### src/hw/rtl/mssc_ram.sv
`timescale 1ns / 1ps
`default_nettype none

module mssc_ram #(
    parameter int WIDTH = 32,
    parameter int DEPTH = 32
) (
    input  logic                     clk,
    input  logic                     we,
    input  logic [$clog2(DEPTH)-1:0] waddr,
    input  logic [WIDTH-1:0]         wdata,
    input  logic                     re,
    input  logic [$clog2(DEPTH)-1:0] raddr,
    output logic [WIDTH-1:0]         rdata
);

    logic [WIDTH-1:0] mem [DEPTH];
    logic [WIDTH-1:0] rdata_reg;

    always_ff @(posedge clk)
    begin
        if (we)
        begin
            mem[waddr] <= wdata;
        end
        if (re)
        begin
            rdata_reg <= mem[raddr];
        end
    end

    assign rdata = rdata_reg;

endmodule

`default_nettype wire

### config.mk
export PLATFORM = sky130hd
export DESIGN_NAME = mssc_ram
export DESIGN_NICKNAME = d
export VERILOG_FILES = /design/src/hw/rtl/mssc_ram.sv
export SDC_FILE = /design/constraint.sdc
export NUM_CORES = 1
export LEC_CHECK = 0
export ABC_AREA = 1
export BUFFER_PORTS_ARGS = -buffer_cell sky130_fd_sc_hd__buf_2
export CAP_MARGIN = 20
export CORE_MARGIN = 4
export CORE_UTILIZATION = 25
export DETAILED_ROUTE_END_ITERATION = 8
export MAX_ROUTING_LAYER = met4
export SYNTH_ARGS = -nofsm -noshare
export SYNTH_HDL_FRONTEND = slang
export SYNTH_SLANG_ARGS = --single-unit
### constraint.sdc
create_clock -name clk -period 4.1 [get_ports clk]
set_input_delay 0.205 -clock clk [delete_from_list [all_inputs] [get_ports clk]]
set_output_delay 0.205 -clock clk [all_outputs]
set_load 0.02 [all_outputs]
==> results.yml <==
grt:
  antenna_found_initial: 14
  use_met3: 0.0161
  grt_pass1_vias: 25600
  grt_max_degree: 209
  use_met2: 0.217
  met1_usage: 0.158
  gr-total-overflow: 0
  grt_usage: 0.128
  grt_pass1_wl_um: 169000
  busiest_layer: "met2"
synthesis:
  synth_flop_cell: "edfxtp_1"
  synth.distinct_cells: 13
  syn_area_per_cell_um2: 12.1
  ys_ff_latch: 1056
  synthesis.area_um2: 42700
  yosysMostFrequentCell: "nand2_1"
  synthCells: 3536
  synth_top_area_share: 0.742
  async_reset_ff_frac: 0
  synthTopCellsByArea: "edfxtp_1, nand2_1, nand3_1"
  yosys.area.top_type: "edfxtp_1"
  yosys_warnings: 0
  synth-edff-count: 1056
  synth_seq_area_share: 0.742
  synth_nets: 3581
  netlist_top_cells_count: "nand2_1, edfxtp_1, nand3_1"
clock_network:
  cts_resized: 0
  cts_made_buffers: 98
  h-tree-depth: 3
  tritoncts: "built"
  clock_sinks: 1056
  root_buffer: "clkbuf_16"
  cts_buffer_depth: 3
  cts_setup_buffers: 0
  clk_pin_slew_ns: 0.06
  clkLatencyLatePin_ns: 0.66
cells_and_area:
  nets: 3618
  largest_reg_flops: 1024
  fin_cells: 5876
  synthToLayoutAreaGrowth_pct: 13.6
  drive_above_1_share: 0.0879
  fillCellCount: 17200
detailed_routing:
  wirelength_um: 114000
  wire_per_inst_um: 19.4
  drt-pass1-iter-count: 7
  ant_nets: 0
  drc_errors: 0
  drtIter0Drc: 2448
  via_per_inst: 4.56
  vias: 26800
floorplanning:
  design.portCount: 77
  die_w_um: 421
  rows: 151
  coreArea_um2: 170000
  initial_core_util: 0.252
  fp.dieH_um: 421
  dieArea_um2: 178000
worst_setup_path:
  path_cells: "buf_8, inv_16, buf_12, nand2_1, nand3_1, nand3_1, nand2_1, nand2_1, nand2_1, nand2_1, nand2_1"
  critPathKind: "primary input to register"
  cp_max_fo: 208
  worst-path-buf-inv: 3
  critPathMostFrequentCell: "nand2_1"
  cp-end-kind: "register"
  arrival_ns: 2.52
  startpoint_type: "primary input"
  cp_top_family: "buffers and inverters"
  cpPeakStageDelay_ns: 0.51
  required_ns: 4.51
  cp_slowest_cell: "buf_8"
sta:
  setup_viol: 0
  fmax_ghz: 0.474
  worst_slew_pin_slew_ns: 0.977
  fin_crit_ns: 2.11
  setup_ws_ns: 1.99
  fin_crit_sh: 0.515
  rsz0062_at_grt: "false"
  slew_viol_final: 0
  final.setup_skew_ns: 0.0170
  worst_hold_slack_ns: 0.0408
  hold_viol: 0
  final.setup.tns_ns: 0
  max_slew_margin: 0.347
hold_path:
  hp-class: "primary input to register"
place:
  gp_congestion: 0.759
  hpwl_um: 60600
  placedCellCount: 5690
  port-buffer-count: 76
  pre_cts_ws_ns: 1.45
power_and_ir_drop:
  p_leak_nw: 17.2
  ir_worst_vdd_mv: 0.333
  power_density_nw_per_um2: 463
flow_run:
  drv_cap: 0
status:
  status: "completed"
==> layer usage <==
| layer | part of all wire | up-vias | wire length (um) |
|---|---|---|---|
| met1 | 0.41 | 13400 | 47100 |
| met4 | 0.028 | 0 | 3170 |
| met3 | 0.053 | 185 | 6040 |
| met5 | 0 | - | 0 |
| li1 | - | 12400 | - |
| met2 | 0.50 | 808 | 57400 |
==> cell families after synthesis <==
family	share of synthesized area
buffers and inverters	0.0371
DFF	0.742
and+or+nand+nor	0.221
==> cell type report <==
cell class,instances,area [um2],share of cell area
clock inverters,56,547,0.0113
clock buffers,124,2570,0.0530
well taps,2218,2780,0.0572
multi-input cells,2252,9670,0.199
inverters,10,67.6,0.00139
diodes,5,12.5,0.000258
repair buffers,155,1200,0.0248
flip-flops and latches,1056,31700,0.653
==> cell usage in the layout (no fill, tap or decap), drive strengths merged <==
cell            n
nor2           32
edfxtp       1056
nand2        1440
dlygate4sd3     1
clkinvlp        1
inv            13
nand3         780
bufinv         11
clkbuf        124
buf           154
diode           5
clkinv         41
==> power by group <==
part	switching, mW	leakage (nW)	total (mW)	internal, mW
sequential	0.0591	9.55	12.1	12.0
combinational	1.02	6.09	1.36	0.338
clock	3.88	1.52	9.00	5.12
total	4.96	17.2	22.5	17.5
==> path summary, 6_finish.rpt <==
check                        start                    to  slack (ns)  cells past startpoint
min reg2reg  mem[10][23]$_DFFE_PP_   rdata[23]$_DFFE_PP_        0.82                      8
max                       raddr[0]   rdata[10]$_DFFE_PP_        1.99                     11
max reg2reg  mem[17][25]$_DFFE_PP_   rdata[25]$_DFFE_PP_        2.68                      8
min                      wdata[11]  mem[1][11]$_DFFE_PP_        0.04                      1
==> worst reg2reg max path: cells and delay by family (launching register included) <==
kind          cells  cell delay, ns
flops             1            0.36
simple gates      8            0.80
==> per-stage QoR <==
step           total power, mW  utilization  area (um2)
6_report                  22.5        0.286       48600
5_1_grt                   23.2        0.286       48600
4_1_cts                   22.6        0.286       48500
3_5_place_dp              13.7        0.268       45400
3_3_place_gp              13.7        0.268       45400
2_1_floorplan             13.2            -       42700
==> timing repair <==
action | CTS | global route
endpoints found under the hold margin | 13 | 0
endpoints found under the setup margin | 0 | 0
hold buffers | 1 | 0
(Power assumes the default switching activity.)
