--- config.mk ---
export PLATFORM = sky130hd
export DESIGN_NAME = mssc_alu
export DESIGN_NICKNAME = d
export VERILOG_FILES = /design/src/hw/rtl/mssc_pkg.sv /design/src/hw/rtl/mssc_alu.sv
export SDC_FILE = /design/constraint.sdc
export NUM_CORES = 1
export LEC_CHECK = 0
export ABC_AREA = 1
export BUFFER_PORTS_ARGS = -buffer_cell sky130_fd_sc_hd__buf_2
export CORE_AREA = 4 4 182 184
export DETAILED_ROUTE_END_ITERATION = 7
export DIE_AREA = 0 0 186 188
export GPL_TIMING_DRIVEN = 0
export PLACE_DENSITY_LB_ADDON = 0.08
export RECOVER_POWER = 25
export SYNTH_ARGS = -nofsm -noshare
export SYNTH_HDL_FRONTEND = slang
export SYNTH_SLANG_ARGS = --single-unit
--- constraint.sdc ---
create_clock -name vclk -period 3
set_input_delay 0.15 -clock vclk [all_inputs]
set_output_delay 0.15 -clock vclk [all_outputs]
set_load 0.02 [all_outputs]
--- src/hw/rtl/mssc_pkg.sv ---
`timescale 1ns / 1ps
`default_nettype none

package mssc_pkg;

    // data memory depth, a power of two so that the index wraps by masking
    localparam int DATA_DEPTH = 16384;
    localparam int DMEM_AW    = $clog2(DATA_DEPTH);

    localparam int RF_DEPTH = 32;

    localparam logic [5:0] OP_RTYPE = 6'd0;
    localparam logic [5:0] OP_J     = 6'd2;
    localparam logic [5:0] OP_JAL   = 6'd3;
    localparam logic [5:0] OP_BEQ   = 6'd4;
    localparam logic [5:0] OP_BNE   = 6'd5;
    localparam logic [5:0] OP_ADDI  = 6'd8;
    localparam logic [5:0] OP_SLTI  = 6'd10;
    localparam logic [5:0] OP_ANDI  = 6'd12;
    localparam logic [5:0] OP_ORI   = 6'd13;
    localparam logic [5:0] OP_LUI   = 6'd15;
    localparam logic [5:0] OP_LW    = 6'd35;
    localparam logic [5:0] OP_SW    = 6'd43;

    localparam logic [5:0] FN_SLL = 6'd0;
    localparam logic [5:0] FN_SRL = 6'd2;
    localparam logic [5:0] FN_JR  = 6'd8;
    localparam logic [5:0] FN_ADD = 6'd32;
    localparam logic [5:0] FN_SUB = 6'd34;
    localparam logic [5:0] FN_AND = 6'd36;
    localparam logic [5:0] FN_OR  = 6'd37;
    localparam logic [5:0] FN_SLT = 6'd42;

    localparam logic       ACT_EXECUTE = 1'b0;
    localparam logic       ACT_PRELOAD = 1'b1;

    localparam logic [4:0] REG_ZERO = 5'd0;
    localparam logic [4:0] REG_RA   = 5'd31;

    typedef struct packed {
        logic        action;
        logic [31:0] instruction;
        logic [13:0] preload_address;
        logic [31:0] preload_value;
    } req_t;

    typedef struct packed {
        logic [31:0] next_pc;
        logic        reg_written;
        logic [4:0]  reg_index;
        logic [31:0] reg_value;
        logic        mem_written;
        logic        halt;
        logic        counted;
    } rsp_t;

    typedef struct packed {
        logic [31:0] npc;
        logic        rw;
        logic [4:0]  ridx;
        logic [31:0] rval;
        logic        load;
        logic        store;
        logic [31:0] maddr;
        logic        counted;
    } exec_t;

    typedef struct packed {
        logic        en;
        logic [4:0]  idx;
        logic [31:0] val;
    } rf_wr_t;

endpackage

`default_nettype wire

--- src/hw/rtl/mssc_alu.sv ---
`timescale 1ns / 1ps
`default_nettype none

module mssc_alu (
    input  logic [31:0]     instruction,
    input  logic [31:0]     pc,
    input  logic [31:0]     a,
    input  logic [31:0]     b,
    output mssc_pkg::exec_t res
);

    logic [5:0]  op;
    logic [5:0]  fn;
    logic [4:0]  rt;
    logic [4:0]  rd;
    logic [4:0]  sa;
    logic [15:0] imm;
    logic [31:0] zimm;
    logic [31:0] simm;
    logic [31:0] pc4;

    assign op   = instruction[31:26];
    assign fn   = instruction[5:0];
    assign rt   = instruction[20:16];
    assign rd   = instruction[15:11];
    assign sa   = instruction[10:6];
    assign imm  = instruction[15:0];
    assign zimm = {16'd0, imm};
    assign simm = {{16{imm[15]}}, imm};
    assign pc4  = pc + 32'd4;

    always_comb
    begin
        res.npc     = pc;
        res.rw      = 1'b0;
        res.ridx    = '0;
        res.rval    = '0;
        res.load    = 1'b0;
        res.store   = 1'b0;
        res.maddr   = a + simm;
        res.counted = (instruction != 32'd0) && (instruction != 32'hffffffff);

        case (op)
            mssc_pkg::OP_RTYPE:
            begin
                res.npc = pc4;
                case (fn)
                    mssc_pkg::FN_ADD:
                    begin
                        res.rw   = 1'b1;
                        res.ridx = rd;
                        res.rval = a + b;
                    end
                    mssc_pkg::FN_SUB:
                    begin
                        res.rw   = 1'b1;
                        res.ridx = rd;
                        res.rval = a - b;
                    end
                    mssc_pkg::FN_AND:
                    begin
                        res.rw   = 1'b1;
                        res.ridx = rd;
                        res.rval = a & b;
                    end
                    mssc_pkg::FN_OR:
                    begin
                        res.rw   = 1'b1;
                        res.ridx = rd;
                        res.rval = a | b;
                    end
                    mssc_pkg::FN_SLL:
                    begin
                        res.rw   = 1'b1;
                        res.ridx = rd;
                        res.rval = b << sa;
                    end
                    mssc_pkg::FN_SRL:
                    begin
                        res.rw   = 1'b1;
                        res.ridx = rd;
                        res.rval = b >> sa;
                    end
                    mssc_pkg::FN_SLT:
                    begin
                        res.rw   = 1'b1;
                        res.ridx = rd;
                        res.rval = {31'd0, $signed(a) < $signed(b)};
                    end
                    mssc_pkg::FN_JR:
                    begin
                        res.npc = a;
                    end
                    default:
                    begin
                        res.rw = 1'b0;
                    end
                endcase
            end
            mssc_pkg::OP_LW:
            begin
                res.npc  = pc4;
                res.rw   = 1'b1;
                res.ridx = rt;
                res.load = 1'b1;
            end
            mssc_pkg::OP_SW:
            begin
                res.npc   = pc4;
                res.store = 1'b1;
            end
            mssc_pkg::OP_ANDI:
            begin
                res.npc  = pc4;
                res.rw   = 1'b1;
                res.ridx = rt;
                res.rval = a & zimm;
            end
            mssc_pkg::OP_ORI:
            begin
                res.npc  = pc4;
                res.rw   = 1'b1;
                res.ridx = rt;
                res.rval = a | zimm;
            end
            mssc_pkg::OP_ADDI:
            begin
                res.npc  = pc4;
                res.rw   = 1'b1;
                res.ridx = rt;
                res.rval = a + simm;
            end
            mssc_pkg::OP_SLTI:
            begin
                res.npc  = pc4;
                res.rw   = 1'b1;
                res.ridx = rt;
                res.rval = {31'd0, $signed(a) < $signed(simm)};
            end
            mssc_pkg::OP_LUI:
            begin
                res.npc  = pc4;
                res.rw   = 1'b1;
                res.ridx = rt;
                res.rval = {imm, 16'd0};
            end
            mssc_pkg::OP_BEQ:
            begin
                res.npc = (a == b) ? pc4 + simm : pc4;
            end
            mssc_pkg::OP_BNE:
            begin
                res.npc = (a != b) ? pc4 + simm : pc4;
            end
            mssc_pkg::OP_J:
            begin
                res.npc = {6'd0, instruction[25:0]};
            end
            mssc_pkg::OP_JAL:
            begin
                res.npc  = {6'd0, instruction[25:0]};
                res.rw   = 1'b1;
                res.ridx = mssc_pkg::REG_RA;
                res.rval = pc4;
            end
            default:
            begin
                res.npc = pc;
            end
        endcase
    end

endmodule

`default_nettype wire

==> reports/metrics.yaml, run 1 <==
synth:
  synth_common_cells: "nand2_1, inv_1, nand3_1"
  syn_avg_cell_area_um2: 5.01
  yosysTopAreaCell: "nand2_1"
  ys_types: 53
  synth_area_leaders: "nand2_1, ha_1, nand3_1, inv_1, nor2_1"
  synth_warnings: 0
  netlist_instances: 3601
  synth_area_um2: 18000
  yosysTopAreaCellShare_pct: 23.5
  yosysMostFrequentCell: "nand2_1"
  yosysSeqAreaShare_pct: 0
  syn-num-nets: 3945
die:
  dieWidth_um: 186
  placementRows: 65
  die_h_um: 188
  num_io_pins: 233
  start_util_pct: 57.4
cts:
  postCtsHoldBufs: 0
placement:
  post-dp-hpwl_mm: 82.9
  numPortBuffers: 233
  routabilityCongestion: 1.25
  placed_area_um2: 19700
global_routing:
  grt_use_total_pct: 73.6
  grt_max_degree: 43
  globalRouteOverflowTotal: 119
timing:
  worst-ep-kind: "output port"
  worst_endpoint: "res[99]"
outcome:
  stop_stage: "5_1_grt"
  run_status: "stopped before the end"
  error_line: "[ERROR GRT-0232] Routing congestion too high. Check the congestion heatmap in the GUI."
[stage by stage]
| step | utilization, % | hold slack, ps | std cells | worst slack, ps |
|---|---|---|---|---|
| after floorplan | - | 479 | 3601 | 296 |
| after global placement | 62.8 | 699 | 4236 | -1040 |
| after detailed placement | 62.8 | 705 | 4236 | -1100 |
| after CTS | 66.0 | 701 | 4262 | -29.6 |
[cells by family after synthesis]
kind of cell | share of synthesized area, %
AO/OA/AOI/OAI | 16.9
XOR/XNOR | 1.98
AND/OR/NAND/NOR | 51.5
adder cells (fa/ha/maj) | 15.2
buffers and inverters | 14.3
multiplexers | 0.111
[layer usage]
| metal | GRT overflow | track usage [%] |
|---|---|---|
| met2 | 65 | 87.8 |
| met4 | 53 | 69.5 |
| met5 | 0 | 33.4 |
| met3 | 1 | 59.4 |
| met1 | 0 | 75.3 |
[repair_timing]
action                                  in CTS
pin swaps                                   26
cloned                                       1
buffers inserted                            25
endpoints found under the setup margin      81
gates resized for setup                    203
==> run 2: changes to the inputs <==
Settings changed: CORE_AREA 4 4 182 184 to 4 4 218 220, DIE_AREA 0 0 186 188 to 0 0 222 224, PLACE_DENSITY_LB_ADDON 0.08 to 0.15.
==> run 2 against run 1 <==
  * The flow now finishes, with violations (design-rule violations, negative setup slack)
  * Synthesized cell count is the same
  * Area after synthesis is the same
==> reports/metrics.yaml, run 2 <==
finish:
  num-fill-cells: 5053
  seq_area_um2: 0
  area.growth.synth_to_final_pct: 29.2
  layout_commonest_cell: "nand2_1"
  fin_util_pct: 51.5
  clockBufferCount: 0
  final_cells: 4527
  drive_above_1_share_pct: 21.4
  design.seq.count: 0
  final_cell_mix: "nand2_1, inv_1, nand3_1"
  fin_nets: 4273
  diodes: 0
timing:
  rsz0062_at_grt: "yes"
  worst_pin_slew_ps: 1380
  maxSlewHeadroom_pct: 7.47
  clock.fmax_ghz: 0.324
  hold_viol: 0
  fin_crit_sh_pct: 103
  fin_ws_ps: -89.5
  layout_min_cycle_time_ps: 3090
  setup_viol: 18
  drv_slew: 0
worst_setup_path:
  cp-start-kind: "input port"
  crit_type: "in -> out"
  crit_chain: "buf_2 > buf_6 > inv_2 > buf_6 > buf_12 > a21oi_1 > o21ai_0 > nand2_1 > nand2_1 > o21ai_0 > nand3_1 > o21ai_1 > nand3_1 > buf_2"
  critPathCaptureType: "output port"
  critical_path.startpoint: "instruction[6]"
  slowest_delay_ps: 440
  worstPathRequired_ps: 2850
  slowest_stage: "o21ai_0"
  crit_fanout: 11
  cp.arrival_ps: 2940
  endpoint: "res[42]"
synth:
  ys_types: 53  # unchanged
  yosysTopAreaCellShare_pct: 23.5  # unchanged
  yosysSeqAreaShare_pct: 0  # unchanged
  synth_common_cells: "nand2_1, inv_1, nand3_1"  # unchanged
  yosysTopAreaCell: "nand2_1"  # unchanged
  yosysMostFrequentCell: "nand2_1"  # unchanged
  syn_avg_cell_area_um2: 5.01  # unchanged
  netlist_instances: 3601  # unchanged
  synth_warnings: 0  # unchanged
  syn-num-nets: 3945  # unchanged
  synth_area_leaders: "nand2_1, ha_1, nand3_1, inv_1, nor2_1"  # unchanged
  synth_area_um2: 18000  # unchanged
placement:
  dp.cells: 4434  # was 4236
  numPortBuffers: 233  # unchanged
  place_ws_ps: -1460  # was -1100 ps
  routabilityCongestion: 1.11  # was 1.25
  post-dp-hpwl_mm: 99.6  # was 82.9 mm
outcome:
  run_status: "finished, violations left"  # was stopped before the end
  violations: "design-rule violations, negative setup slack"
pwr:
  peakVddDrop_uv: 106
  combPwrFrac_pct: 100.0
  p_leak_uw: 0.0121
  clkPwrFrac_pct: 0
  total_power_uw: 4430
  switching_share_pct: 68.5
  power_density_nw_per_um2: 190
  p_sw_uw: 3040
  internal-power_uw: 1390
  seq_power_share_pct: 0
run:
  cap_violations: 0
die:
  die_area_um2: 49700
  num_io_pins: 233  # unchanged
  core-area_um2: 45300
  placementRows: 78  # was 65
  start_util_pct: 39.8  # was 57.4%
  die_h_um: 224  # was 188 µm
  dieWidth_um: 222  # was 186 µm
routing:
  drc_errors: 4
  wl_per_cell_um: 26.3
  first_iter_violations: 3385
  wirelength_mm: 119
  route.vias.total: 26800
  antenna_left: 0
  dr.pass1.iters: 8
  via_per_inst: 5.92
global_routing:
  antenna_found_initial: 1
  grt_max_degree: 43
  grt_pass1_vias: 25100
  grt_pass1_wl_mm: 166
  globalRouteOverflowTotal: 0
  grt_use_total_pct: 44.5
hold_path:
  hold_path_class: "in -> out"
cts:
  postCtsHoldBufs: 0  # unchanged
## run 2: power by group through the flow
stage / sequential [µW] / clock, µW / combinational (µW)
finish: 0 / 0 / 4430
CTS: 0 / 0 / 3970
floorplan: 0 / 0 / 2260
global route: 0 / 0 / 4690
global placement: 0 / 0 / 3650
detailed placement: 0 / 0 / 3630
## run 2: worst max-delay path, delay by kind of cell
family	cells	cell delay, ps
compound gates	4	1240
simple gates	4	590
buf+inv	6	950
## run 2: cell type report
class	instances	area [µm²]	area share [%]
Inverter	529	2070	8.89
Multi-Input combinational cell	2955	17500	75.2
Timing Repair inverter	1	7.51	0.0322
Timing Repair Buffer	326	2230	9.55
Buffer	116	718	3.08
Tap cell	600	751	3.22
## run 2: metal layers
metal | share of wire [%] | GRT usage (%) | vias to the layer above
met4 | 12 | 41.7 | 0
met2 | 42 | 69.8 | 1736
met5 | 0 | 0 | -
met1 | 36 | 52.1 | 12200
li1 | - | - | 12300
met3 | 9.2 | 6.60 | 520
## run 2: cell families (layout without fill, tap and decap cells)
family	Yosys count	count (layout)	synth area share [%]
and+or+nand+nor	2154	2154	51.5
adders and majority gates	216	216	15.2
xor gates and xnor gates	40	40	1.98
AOI/OAI and AO/OA	543	543	16.9
buffers and inverters	646	972	14.3
muxes	2	2	0.111
## run 2: how the worst min path moves through the flow
stage	from	end	slack, ps	cells after the start
after floorplan	pc[5]	res[78]	480	2
after global placement	pc[0]	res[73]	680	4
after detailed placement	pc[0]	res[73]	670	4
after CTS	pc[0]	res[73]	680	4
after global routing	pc[0]	res[73]	710	4
final	pc[0]	res[73]	680	4
## run 2: per-stage QoR
stage | setup TNS, ps | area, µm² | hold WS [ps]
floorplan | 0 | 18000 | 479
global placement | -59780 | 20000 | 680
detailed placement | -56250 | 20000 | 675
CTS | -253 | 21800 | 675
global route | -1240 | 23300 | 709
finish | -537 | 23300 | 679
## run 2: repair_timing
action / in CTS / in global routing
cloned: 1 / 3
setup buffers: 51 / 40
endpoints found under the setup margin: 86 / 64
resized for setup: 362 / 332
pin swaps: 64 / 101
No activity file was read; power rests on OpenSTA's default activity.
